`src/rtl/pfrp_pkg.sv`:
```
package pfrp_pkg;

  // Operation codes carried in the mode field.
  localparam logic [2:0] MODE_PUT   = 3'd0;
  localparam logic [2:0] MODE_GET   = 3'd1;
  localparam logic [2:0] MODE_PIN   = 3'd2;
  localparam logic [2:0] MODE_UNPIN = 3'd3;
  localparam logic [2:0] MODE_DIRTY = 3'd4;

  // Result status codes.
  localparam logic [2:0] ST_INSERTED = 3'd0;
  localparam logic [2:0] ST_RESIDENT = 3'd1;
  localparam logic [2:0] ST_REFUSED  = 3'd2;
  localparam logic [2:0] ST_HIT      = 3'd3;
  localparam logic [2:0] ST_MISS     = 3'd4;
  localparam logic [2:0] ST_UPDATED  = 3'd5;
  localparam logic [2:0] ST_ABSENT   = 3'd6;

  // Policy codes.
  localparam logic [1:0] POL_FIFO = 2'd0;
  localparam logic [1:0] POL_LRU  = 2'd1;
  localparam logic [1:0] POL_LFU  = 2'd2;

  // Configuration register indexes.
  localparam logic [0:0] REG_POLICY   = 1'b0;
  localparam logic [0:0] REG_CAPACITY = 1'b1;

  localparam int PIN_BITS = 8;

  // Sequencer states.
  typedef enum logic [2:0] {
    S_IDLE,
    S_SCAN,
    S_EVICT,
    S_APPLY,
    S_OUT
  } state_t;

  // Command broadcast from the sequencer to every cell.
  typedef enum logic [2:0] {
    C_NONE,
    C_EVICT,
    C_INSERT,
    C_TOUCH,
    C_PIN,
    C_UNPIN,
    C_DIRTY
  } cmd_t;

endpackage

```
`src/rtl/pfrp_cell.sv`:
```
// One frame of the pool. During a scan the cell compares its contents with the
// candidate that arrives from its left neighbor and passes the better one on.
module pfrp_cell #(
  parameter int IDX_BITS  = 4,
  parameter int PAGE_BITS = 16,
  parameter int USE_BITS  = 16,
  parameter int RANK_BITS = 4
) (
  input  logic                 clk,
  input  logic                 rst_n,
  input  logic [IDX_BITS-1:0]  my_idx,
  // Scan candidate chain.
  input  logic                 c_in_found,
  input  logic [IDX_BITS-1:0]  c_in_idx,
  input  logic                 c_in_vic,
  input  logic [IDX_BITS-1:0]  c_in_vidx,
  input  logic [USE_BITS-1:0]  c_in_vuses,
  input  logic [RANK_BITS-1:0] c_in_vrank,
  input  logic                 c_in_vdirty,
  input  logic [PAGE_BITS-1:0] c_in_vpage,
  input  logic                 c_in_free,
  input  logic [IDX_BITS-1:0]  c_in_fidx,
  output logic                 c_out_found,
  output logic [IDX_BITS-1:0]  c_out_idx,
  output logic                 c_out_vic,
  output logic [IDX_BITS-1:0]  c_out_vidx,
  output logic [USE_BITS-1:0]  c_out_vuses,
  output logic [RANK_BITS-1:0] c_out_vrank,
  output logic                 c_out_vdirty,
  output logic [PAGE_BITS-1:0] c_out_vpage,
  output logic                 c_out_free,
  output logic [IDX_BITS-1:0]  c_out_fidx,
  // Broadcast controls.
  input  logic                 scan_en,
  input  logic                 lfu,
  input  logic [PAGE_BITS-1:0] key,
  input  pfrp_pkg::cmd_t       cmd,
  input  logic [IDX_BITS-1:0]  tgt,
  input  logic [RANK_BITS-1:0] ref_rank,
  input  logic [RANK_BITS-1:0] new_rank,
  input  logic                 cnt_use,
  output logic [RANK_BITS-1:0] rank_o
);

  logic                 valid_r, valid_nxt;
  logic                 dirty_r, dirty_nxt;
  logic [PAGE_BITS-1:0] page_r, page_nxt;
  logic [RANK_BITS-1:0] rank_r, rank_nxt;
  logic [USE_BITS-1:0]  uses_r, uses_nxt;
  logic [pfrp_pkg::PIN_BITS-1:0] pins_r, pins_nxt;
  logic                 c_found_r, c_vic_r, c_vdirty_r, c_free_r;
  logic [IDX_BITS-1:0]  c_idx_r, c_vidx_r, c_fidx_r;
  logic [USE_BITS-1:0]  c_vuses_r;
  logic [RANK_BITS-1:0] c_vrank_r;
  logic [PAGE_BITS-1:0] c_vpage_r;
  logic                 me, cand, better;

  assign me   = (tgt == my_idx);
  assign cand = valid_r && (pins_r == '0);

  // Victim ordering: fewer uses under LFU, then older rank.
  always_comb begin
    if (!c_in_vic) begin
      better = 1'b1;
    end else if (lfu && (uses_r != c_in_vuses)) begin
      better = (uses_r < c_in_vuses);
    end else begin
      better = (rank_r < c_in_vrank);
    end
  end

  // Scan stage register, handed to the right neighbor.
  always_ff @(posedge clk) begin
    if (!rst_n) begin
      c_found_r <= 1'b0;
      c_vic_r   <= 1'b0;
      c_free_r  <= 1'b0;
    end else if (scan_en) begin
      c_found_r <= c_in_found || (valid_r && (page_r == key));
      c_vic_r   <= c_in_vic || cand;
      c_free_r  <= c_in_free || !valid_r;
    end
  end

  always_ff @(posedge clk) begin
    if (scan_en) begin
      c_idx_r <= c_in_found ? c_in_idx : my_idx;
      c_fidx_r <= c_in_free ? c_in_fidx : my_idx;
      if (cand && better) begin
        c_vidx_r   <= my_idx;
        c_vuses_r  <= uses_r;
        c_vrank_r  <= rank_r;
        c_vdirty_r <= dirty_r;
        c_vpage_r  <= page_r;
      end else begin
        c_vidx_r   <= c_in_vidx;
        c_vuses_r  <= c_in_vuses;
        c_vrank_r  <= c_in_vrank;
        c_vdirty_r <= c_in_vdirty;
        c_vpage_r  <= c_in_vpage;
      end
    end
  end

  assign c_out_found  = c_found_r;
  assign c_out_idx    = c_idx_r;
  assign c_out_vic    = c_vic_r;
  assign c_out_vidx   = c_vidx_r;
  assign c_out_vuses  = c_vuses_r;
  assign c_out_vrank  = c_vrank_r;
  assign c_out_vdirty = c_vdirty_r;
  assign c_out_vpage  = c_vpage_r;
  assign c_out_free   = c_free_r;
  assign c_out_fidx   = c_fidx_r;

  // Frame update for the broadcast command.
  always_comb begin
    valid_nxt = valid_r;
    dirty_nxt = dirty_r;
    page_nxt  = page_r;
    rank_nxt  = rank_r;
    uses_nxt  = uses_r;
    pins_nxt  = pins_r;
    case (cmd)
      pfrp_pkg::C_EVICT: begin
        if (me) begin
          valid_nxt = 1'b0;
          dirty_nxt = 1'b0;
        end else if (valid_r && (rank_r > ref_rank)) begin
          rank_nxt = rank_r - 1'b1;
        end
      end
      pfrp_pkg::C_INSERT: begin
        if (me) begin
          valid_nxt = 1'b1;
          page_nxt  = key;
          rank_nxt  = new_rank;
          uses_nxt  = '0;
          pins_nxt  = '0;
          dirty_nxt = 1'b0;
        end
      end
      pfrp_pkg::C_TOUCH: begin
        if (me) begin
          rank_nxt = new_rank;
          if (cnt_use && (uses_r != '1)) begin
            uses_nxt = uses_r + 1'b1;
          end
        end else if (valid_r && (rank_r > ref_rank)) begin
          rank_nxt = rank_r - 1'b1;
        end
      end
      pfrp_pkg::C_PIN: begin
        if (me && (pins_r != '1)) begin
          pins_nxt = pins_r + 1'b1;
        end
      end
      pfrp_pkg::C_UNPIN: begin
        if (me && (pins_r != '0)) begin
          pins_nxt = pins_r - 1'b1;
        end
      end
      pfrp_pkg::C_DIRTY: begin
        if (me) begin
          dirty_nxt = 1'b1;
        end
      end
      default: begin
      end
    endcase
  end

  always_ff @(posedge clk) begin
    if (!rst_n) begin
      valid_r <= 1'b0;
      dirty_r <= 1'b0;
      rank_r  <= '0;
      uses_r  <= '0;
      pins_r  <= '0;
    end else begin
      valid_r <= valid_nxt;
      dirty_r <= dirty_nxt;
      rank_r  <= rank_nxt;
      uses_r  <= uses_nxt;
      pins_r  <= pins_nxt;
    end
  end

  always_ff @(posedge clk) begin
    page_r <= page_nxt;
  end

  assign rank_o = rank_r;

endmodule

```
`src/rtl/page_frame_replacement_policy.sv`:
```
// Page frame replacement manager (FIFO, LRU, LFU with pinning). Frames sit in a
// row of cells; each operation launches a scan that ripples through the row,
// one cell per cycle, collecting the page match, the first free frame and the
// best victim. The result word is offered after the scan, evict and apply
// states; the next word is taken only once the result word has left the output
// register and the block has returned to idle. No clearing pass is needed.
module page_frame_replacement_policy #(
  parameter int FRAMES    = 16,
  parameter int PAGE_BITS = 16,
  parameter int USE_BITS  = 16
) (
  input  logic        clk,
  input  logic        rst_n,
  input  logic        in_tvalid,
  output logic        in_tready,
  // tdata: mode[2:0], page_number[PAGE_BITS+2:3], zero fill
  input  logic [((PAGE_BITS+3+7)/8)*8-1:0] in_tdata,
  output logic        out_tvalid,
  input  logic        out_tready,
  // tdata: status[2:0], frame_slot[6:3], evicted_valid[7],
  // evicted_page[PAGE_BITS+7:8], write_back[PAGE_BITS+8], zero fill
  output logic [((PAGE_BITS+9+7)/8)*8-1:0] out_tdata,
  input  logic        cfg_valid,
  output logic        cfg_ready,
  input  logic [0:0]  cfg_index,
  input  logic [4:0]  cfg_data
);

  localparam int IDX_BITS  = (FRAMES > 1) ? $clog2(FRAMES) : 1;
  localparam int RANK_BITS = IDX_BITS;
  localparam int CNT_BITS  = $clog2(FRAMES + 1);
  localparam int OUT_W     = ((PAGE_BITS + 9 + 7) / 8) * 8;

  pfrp_pkg::state_t state_r, state_nxt;
  logic [1:0]           policy_r;
  logic [4:0]           capacity_r;
  logic [2:0]           mode_r;
  logic [PAGE_BITS-1:0] key_r;
  logic [CNT_BITS-1:0]  used_r;
  logic [CNT_BITS:0]    scan_r;
  logic                 found_r, vic_r, vdirty_r, free_r;
  logic                 evict_r;
  logic [IDX_BITS-1:0]  idx_r, vidx_r, fidx_r;
  logic [PAGE_BITS-1:0] vpage_r;
  logic [2:0]           st_r;
  logic [3:0]           slot_r;
  logic                 evv_r, wb_r;
  logic [PAGE_BITS-1:0] evp_r;
  logic [CNT_BITS-1:0]  cap_eff;
  logic                 full;
  pfrp_pkg::cmd_t       cmd;
  logic [IDX_BITS-1:0]  tgt;
  logic [RANK_BITS-1:0] ref_rank, new_rank;
  logic [RANK_BITS-1:0] rank_w [FRAMES];

  // Scan chain wiring, position 0 is the constant empty candidate.
  logic                 ch_found [FRAMES+1];
  logic [IDX_BITS-1:0]  ch_idx   [FRAMES+1];
  logic                 ch_vic   [FRAMES+1];
  logic [IDX_BITS-1:0]  ch_vidx  [FRAMES+1];
  logic [USE_BITS-1:0]  ch_vuses [FRAMES+1];
  logic [RANK_BITS-1:0] ch_vrank [FRAMES+1];
  logic                 ch_vdirty[FRAMES+1];
  logic [PAGE_BITS-1:0] ch_vpage [FRAMES+1];
  logic                 ch_free  [FRAMES+1];
  logic [IDX_BITS-1:0]  ch_fidx  [FRAMES+1];

  assign ch_found[0]  = 1'b0;
  assign ch_idx[0]    = '0;
  assign ch_vic[0]    = 1'b0;
  assign ch_vidx[0]   = '0;
  assign ch_vuses[0]  = '0;
  assign ch_vrank[0]  = '0;
  assign ch_vdirty[0] = 1'b0;
  assign ch_vpage[0]  = '0;
  assign ch_free[0]   = 1'b0;
  assign ch_fidx[0]   = '0;

  for (genvar g = 0; g < FRAMES; g++) begin : g_cell
    pfrp_cell #(
      .IDX_BITS(IDX_BITS), .PAGE_BITS(PAGE_BITS),
      .USE_BITS(USE_BITS), .RANK_BITS(RANK_BITS)
    ) u_cell (
      .clk(clk), .rst_n(rst_n), .my_idx(IDX_BITS'(g)),
      .c_in_found(ch_found[g]), .c_in_idx(ch_idx[g]),
      .c_in_vic(ch_vic[g]), .c_in_vidx(ch_vidx[g]),
      .c_in_vuses(ch_vuses[g]), .c_in_vrank(ch_vrank[g]),
      .c_in_vdirty(ch_vdirty[g]), .c_in_vpage(ch_vpage[g]),
      .c_in_free(ch_free[g]), .c_in_fidx(ch_fidx[g]),
      .c_out_found(ch_found[g+1]), .c_out_idx(ch_idx[g+1]),
      .c_out_vic(ch_vic[g+1]), .c_out_vidx(ch_vidx[g+1]),
      .c_out_vuses(ch_vuses[g+1]), .c_out_vrank(ch_vrank[g+1]),
      .c_out_vdirty(ch_vdirty[g+1]), .c_out_vpage(ch_vpage[g+1]),
      .c_out_free(ch_free[g+1]), .c_out_fidx(ch_fidx[g+1]),
      .scan_en(state_r == pfrp_pkg::S_SCAN), .lfu(policy_r == pfrp_pkg::POL_LFU),
      .key(key_r), .cmd(cmd), .tgt(tgt), .ref_rank(ref_rank),
      .new_rank(new_rank), .cnt_use(policy_r == pfrp_pkg::POL_LFU),
      .rank_o(rank_w[g])
    );
  end

  // Effective capacity: zero acts as one, large values clip to FRAMES.
  always_comb begin
    if (capacity_r == 5'd0) begin
      cap_eff = CNT_BITS'(1);
    end else if (32'(capacity_r) > FRAMES) begin
      cap_eff = CNT_BITS'(FRAMES);
    end else begin
      cap_eff = CNT_BITS'(capacity_r);
    end
  end
  assign full = (used_r >= cap_eff);

  // Configuration writes.
  assign cfg_ready = 1'b1;
  always_ff @(posedge clk) begin
    if (!rst_n) begin
      policy_r   <= pfrp_pkg::POL_FIFO;
      capacity_r <= 5'd16;
    end else if (cfg_valid) begin
      if (cfg_index == pfrp_pkg::REG_POLICY) begin
        policy_r <= cfg_data[1:0];
      end else begin
        capacity_r <= cfg_data;
      end
    end
  end

  // Next state.
  always_comb begin
    state_nxt = state_r;
    unique case (state_r)
      pfrp_pkg::S_IDLE:  if (in_tvalid) state_nxt = pfrp_pkg::S_SCAN;
      pfrp_pkg::S_SCAN:  if (scan_r == (CNT_BITS+1)'(FRAMES)) state_nxt = pfrp_pkg::S_EVICT;
      pfrp_pkg::S_EVICT: state_nxt = pfrp_pkg::S_APPLY;
      pfrp_pkg::S_APPLY: state_nxt = pfrp_pkg::S_OUT;
      pfrp_pkg::S_OUT:   if (out_tready) state_nxt = pfrp_pkg::S_IDLE;
      default:           state_nxt = pfrp_pkg::S_IDLE;
    endcase
  end

  // Command to the cells.
  always_comb begin
    cmd      = pfrp_pkg::C_NONE;
    tgt      = idx_r;
    ref_rank = rank_w[idx_r];
    new_rank = RANK_BITS'(used_r - 1'b1);
    unique case (state_r)
      pfrp_pkg::S_EVICT: begin
        if (mode_r == pfrp_pkg::MODE_PUT && !found_r && full && vic_r) begin
          cmd      = pfrp_pkg::C_EVICT;
          tgt      = vidx_r;
          ref_rank = rank_w[vidx_r];
        end
      end
      pfrp_pkg::S_APPLY: begin
        if (mode_r == pfrp_pkg::MODE_PUT) begin
          // After an eviction the lowest free frame is the victim's or a lower-indexed free one.
          if (!found_r && (evict_r || !full)) begin
            cmd = pfrp_pkg::C_INSERT;
            if (evict_r && !(free_r && (fidx_r < vidx_r))) begin
              tgt = vidx_r;
            end else begin
              tgt = fidx_r;
            end
            new_rank = RANK_BITS'(used_r);
          end
        end else if (found_r) begin
          case (mode_r)
            pfrp_pkg::MODE_GET:   if (policy_r == pfrp_pkg::POL_LRU ||
                                      policy_r == pfrp_pkg::POL_LFU) cmd = pfrp_pkg::C_TOUCH;
            pfrp_pkg::MODE_PIN:   cmd = pfrp_pkg::C_PIN;
            pfrp_pkg::MODE_UNPIN: cmd = pfrp_pkg::C_UNPIN;
            pfrp_pkg::MODE_DIRTY: cmd = pfrp_pkg::C_DIRTY;
            default:              cmd = pfrp_pkg::C_NONE;
          endcase
        end
      end
      default: begin
      end
    endcase
  end

  assign in_tready  = (state_r == pfrp_pkg::S_IDLE);
  assign out_tvalid = (state_r == pfrp_pkg::S_OUT);

  always_ff @(posedge clk) begin
    if (!rst_n) begin
      state_r <= pfrp_pkg::S_IDLE;
      used_r  <= '0;
      scan_r  <= '0;
    end else begin
      state_r <= state_nxt;
      if (state_r == pfrp_pkg::S_SCAN) begin
        scan_r <= scan_r + 1'b1;
      end else begin
        scan_r <= '0;
      end
      if (cmd == pfrp_pkg::C_EVICT) begin
        used_r <= used_r - 1'b1;
      end else if (cmd == pfrp_pkg::C_INSERT) begin
        used_r <= used_r + 1'b1;
      end
    end
  end

  // Operation capture, scan results and the result word.
  always_ff @(posedge clk) begin
    if (state_r == pfrp_pkg::S_IDLE && in_tvalid) begin
      mode_r <= in_tdata[2:0];
      key_r  <= in_tdata[PAGE_BITS+2:3];
    end
    if (state_r == pfrp_pkg::S_SCAN && scan_r == (CNT_BITS+1)'(FRAMES)) begin
      found_r  <= ch_found[FRAMES];
      idx_r    <= ch_idx[FRAMES];
      vic_r    <= ch_vic[FRAMES];
      vidx_r   <= ch_vidx[FRAMES];
      vdirty_r <= ch_vdirty[FRAMES];
      vpage_r  <= ch_vpage[FRAMES];
      free_r   <= ch_free[FRAMES];
      fidx_r   <= ch_fidx[FRAMES];
    end
    if (state_r == pfrp_pkg::S_EVICT) begin
      evict_r <= (cmd == pfrp_pkg::C_EVICT);
    end
    if (state_r == pfrp_pkg::S_APPLY) begin
      st_r   <= pfrp_pkg::ST_ABSENT;
      slot_r <= '0;
      evv_r  <= 1'b0;
      evp_r  <= '0;
      wb_r   <= 1'b0;
      if (mode_r == pfrp_pkg::MODE_PUT) begin
        if (found_r) begin
          st_r   <= pfrp_pkg::ST_RESIDENT;
          slot_r <= 4'(idx_r);
        end else if (cmd == pfrp_pkg::C_INSERT) begin
          st_r   <= pfrp_pkg::ST_INSERTED;
          slot_r <= 4'(tgt);
          if (evict_r) begin
            evv_r <= 1'b1;
            evp_r <= vpage_r;
            wb_r  <= vdirty_r;
          end
        end else begin
          st_r <= pfrp_pkg::ST_REFUSED;
        end
      end else if (mode_r == pfrp_pkg::MODE_GET) begin
        st_r   <= found_r ? pfrp_pkg::ST_HIT : pfrp_pkg::ST_MISS;
        slot_r <= found_r ? 4'(idx_r) : 4'd0;
      end else if (mode_r == pfrp_pkg::MODE_PIN || mode_r == pfrp_pkg::MODE_UNPIN ||
                   mode_r == pfrp_pkg::MODE_DIRTY) begin
        if (found_r) begin
          st_r   <= pfrp_pkg::ST_UPDATED;
          slot_r <= 4'(idx_r);
        end
      end
    end
  end

  assign out_tdata = OUT_W'({wb_r, evp_r, evv_r, slot_r, st_r});

endmodule

```
`config.mk`:
```
export PLATFORM = sky130hd
export DESIGN_NAME = page_frame_replacement_policy
export DESIGN_NICKNAME = d
export VERILOG_FILES = /design/src/rtl/pfrp_pkg.sv /design/src/rtl/pfrp_cell.sv /design/src/rtl/page_frame_replacement_policy.sv
export SDC_FILE = /design/constraint.sdc
export NUM_CORES = 2
export LEC_CHECK = 0
export BUFFER_PORTS_ARGS = -buffer_cell sky130_fd_sc_hd__buf_2
export CAP_MARGIN = 40
export CORE_MARGIN = 4
export CORE_UTILIZATION = 50
export CTS_BUF_LIST = sky130_fd_sc_hd__clkbuf_2
export CTS_CLUSTER_SIZE = 24
export DETAILED_ROUTE_END_ITERATION = 6
export PLACE_DENSITY = 0.65
export SYNTH_ARGS = -nofsm -noshare
export SYNTH_HDL_FRONTEND = slang
export SYNTH_SLANG_ARGS = --single-unit
export TNS_END_PERCENT = 50
```
`constraint.sdc`:
```
create_clock -name clk -period 30.6 [get_ports clk]
set_input_delay 3.06 -clock clk [delete_from_list [all_inputs] [get_ports clk]]
set_output_delay 3.06 -clock clk [all_outputs]
set_load 0.03 [all_outputs]
```
==> results.md <==
* Status: complete, but fails checks
* Failing checks: DRC
* Row count at between 100 and 150
* Deepest clock path buffer count at 4
* IO Port Bufs at 56
* Leakage power at 34.03 nW
* Cell Area, Synth at 82500 µm²
* Die area at ~170000 µm²
* Overflow after GRT at 0
* Final setup viols at 0
* Clk sinks at 1601
* Yosys warns at 0
* Hold Buf Count CTS at 0
* Count of state elements after synthesis at 1601
* Most frequent cells in the layout: edfxtp_1, clkbuf_2, dfxtp_1, inv_1, a21oi_1
* Avg Inst Size Synth at 11.16 µm²
* Drt initial violations at 4985
* Setup Skew at about 0.25 ns
* Post-CTS sizing at 0
* Worst Hold Path EP: vpage_r[4]$_DFFE_PP_
* Most common cell after layout, fill and taps aside: edfxtp_1
* Mux share of post-synthesis cell area at 8.648%
* Synth unique cells at 100
* Final Hold Fails at 0
* Multi-input gate area at 36960 µm²
* CP Class: flip-flop to output pin
* Peak supply drop at 0.03838 mV
* CP required at between 20 and 30 ns
* Slew Limit Fails at 0
* Crit Path Max Fanout at 7
* Fillers at 14.12k
* Vias in the first global route at 58.13k
* Synth Instances at 7391
* Worst-Skew Late Latency at ~1.9 ns
* Max-Cap Viols at 0
* RR Endpoint: g_cell[15].u_cell.uses_r[4]$_SDFFE_PN0P_
* Hold crit path type: flip-flop to flip-flop
* Worst setup EP type: output pin
* Nets at about 8k
* Vias per Instance at between 5 and 6
* Vias at 59.48k
* Antenna Nets Post-Route at 0
* TritonCTS Buffers at 414
* Die Span Y at 414.2 µm
* Sequential Area at 42580 µm²
* Setup TNS at 0 ns
* Final period util at 18.95%
* IO Pins at 70
* Post-DR wirelength/cell at 21.52 µm
* Antenna violations before repair at 7
* Main combinational cell family by area after synthesis: simple AND/OR/NAND/NOR gates
* Post-DP HPWL at 148600 µm
* CTS tree: built
* F_max at 172.4 MHz
* Cell Pwr Density at ~46 nW/µm²
* Die X at 414.2 µm
* Crit path cell chain: nor3b_1 > buf_2
* CTS H-Tree Depth at 5
* Register area share after synthesis at 51.61%
* Gpl congestion at 0.9300
* Share of cells above drive strength 1 at 18.46%
* Synth Area in Adders at about 7.3%
* Setup crit start kind: flip-flop
* Hold path start: g_cell[15].u_cell.c_out_vpage[4]$_DFFE_PP_
* RSZ-0062 raised after global routing: false
* Post-synth EDFFs at 1052
* Worst EP arrival at 2.74 ns
* Area grow syn2layout at 8.687%
* Post-route DRC at 5
* Core Region at 163300 µm²
* RR Startpoint: used_r[3]$_SDFFE_PN0N_
* Asr flop ratio synth at 0%
* Crit path time final at 5.799 ns
* Initial Utilization at 50.51%
* Slowest CP cell: dfxtp_1
* Compound-Gate Fraction of Synth Area at 10.17%
* R2R cell count at 14
* WHS Path Cells at 0
* Xor and xnor area share after synthesis at 5.733%
* Post-CTS Setup Bufs at 0
* Slew margin rel. at 19.30%
* All-layer global routing usage at 24.93%
* Maximum number of pins on one net before global-route repair at 172
* Final WL at 219600 µm
* Reg2reg setup slack at 24.91 ns
* Final worst slack at 24.80 ns
* Clock root buffer master: clkbuf_2
* Pre-CTS WS at 24.98 ns
* First-pass GRT wire length at 337200 µm
* DRT Pass-1 Iters at 7
* Ys flop type: edfxtp_1
* Worst-path clk slew at approximately 0.11 ns
* Simple-Gate Fraction of Synth Area at 12.61%
* Tightest Pin Transition at 1.210 ns
* CP max stage delay at 0.46 ns
synth_stat cells, drive strengths merged (10+ instances only):
master | instances | area, µm²
edfxtp | 1052 | 31590
dfxtp | 549 | 10990
inv | 502 | 1884
a21oi | 495 | 2477
mux2 | 489 | 5507
nor2 | 468 | 1774
ha | 458 | 5731
xnor2 | 441 | 3862
nand2 | 344 | 1294
o21ai | 303 | 1524
clkbuf | 238 | 893.4
nand4 | 223 | 1431
nand3 | 172 | 865.8
nor3 | 171 | 878.3
and2 | 116 | 725.7
nand2b | 104 | 650.6
xor2 | 99 | 867.1
or3 | 95 | 594.3
nor4 | 86 | 708.2
buf | 84 | 412.9
o21a | 82 | 615.6
mux2i | 80 | 817.0
a31oi | 79 | 494.2
a21o | 78 | 585.6
and3 | 51 | 319.1
o21bai | 50 | 375.4
or4 | 45 | 337.8
nor2b | 41 | 256.5
mux4 | 36 | 810.8
o211ai | 32 | 240.2
a22oi | 30 | 225.2
a211oi | 25 | 192.7
o41ai | 25 | 219.0
a21boi | 18 | 135.1
and4 | 18 | 157.7
a41oi | 17 | 148.9
fa | 16 | 320.3
o31ai | 16 | 120.1
nand3b | 15 | 112.6
or2 | 14 | 87.58
o22ai | 13 | 81.33
o311ai | 13 | 113.9
a2111oi | 10 | 143.9
a311oi | 10 | 87.58
nor3b | 10 | 80.07
flip-flops by register name (all words and copies together) (netlist names), 5 cells and up:
name,count
g_cell.u_cell.c_out_vpage,256
g_cell.u_cell.page_r,256
g_cell.u_cell.uses_r,256
g_cell.u_cell.c_out_vuses,240
g_cell.u_cell.pins_r,128
g_cell.u_cell.rank_o,64
g_cell.u_cell.c_out_vrank,60
g_cell.u_cell.c_out_fidx,49
g_cell.u_cell.c_out_idx,49
g_cell.u_cell.c_out_vidx,49
evp_r,16
g_cell.u_cell.c_out_found,16
g_cell.u_cell.c_out_free,16
g_cell.u_cell.c_out_vdirty,16
g_cell.u_cell.c_out_vic,16
g_cell.u_cell.dirty_r,16
g_cell.u_cell.valid_r,16
key_r,16
vpage_r,16
scan_r,6
capacity_r,5
used_r,5
worst max-delay path: cells and delay by family, from the launching register on:
family | cells | cell delay, ns
AND/OR/NAND/NOR | 1 | 0.24
buffers and inverters | 1 | 0.24
flip-flops | 1 | 0.46
kinds of logic (layout without fill, tap and decap cells):
group | count (synthesis) | in the layout
AO/OA/AOI/OAI | 1357 | 1357
XOR/XNOR | 540 | 540
adder cells (fa/ha/maj) | 474 | 474
buffers and inverters | 827 | 1449
flip-flops | 1601 | 1601
multiplexers | 605 | 605
other | 2 | 18
AND/OR/NAND/NOR | 1985 | 1985
routing by layer:
metal / GRT usage, % / share of wire [%] / vias up
met5: 0 / 0 / -
met4: 11.33 / 4.6 / 0
met3: 4.511 / 6.4 / 636
met2: 41.31 / 47 / 2073
met1: 31.89 / 41 / 28810
li1: - / - / 27970
worst max-delay path by stage:
stage | start | endpoint | slack, ns
after floorplan | state_r[0]$_SDFFE_PN0P_ | g_cell[0].u_cell.c_out_vdirty$_SDFFCE_PN0P_ | 8.26
after global placement | vidx_r[1]$_DFFE_PP_ | g_cell[13].u_cell.page_r[12]$_DFFE_PP_ | 24.82
after detailed placement | rst_n | g_cell[11].u_cell.rank_o[3]$_SDFFE_PN0P_ | 24.98
after CTS | state_r[2]$_SDFFE_PN0P_ | out_tvalid | 24.56
after global routing | state_r[2]$_SDFFE_PN0P_ | out_tvalid | 24.57
final | state_r[2]$_SDFFE_PN0P_ | out_tvalid | 24.80
stage by stage:
stage	utilization, %	hold WS [ns]	total power, mW	instance area [µm²]	cells
floorplan	-	0.4003	2.672	82520	7397
global placement	52.22	0.4028	2.702	85300	9414
detailed placement	52.62	0.4045	2.713	85940	9454
CTS	54.88	0.3636	4.181	89640	10190
global route	54.89	0.3989	4.331	89660	10200
finish	54.90	0.3624	4.139	89670	10200
cell type report:
class	count	area share, %
Antenna cell	10	0.02791
Clock buffer	634	3.539
Clock inverter	106	0.5847
Inverter	505	2.131
Multi-Input combinational cell	4969	41.22
Sequential cell	1601	47.49
Tap cell	2175	3.035
Timing Repair Buffer	204	1.970
power breakdown:
group	switching (mW)	total, mW	internal (mW)
sequential	0.0439	2.42	2.37
combinational	0.150	0.247	0.0968
clock	0.894	1.47	0.580
total	1.09	4.14	3.05
Power figures use the tool's default switching activity.
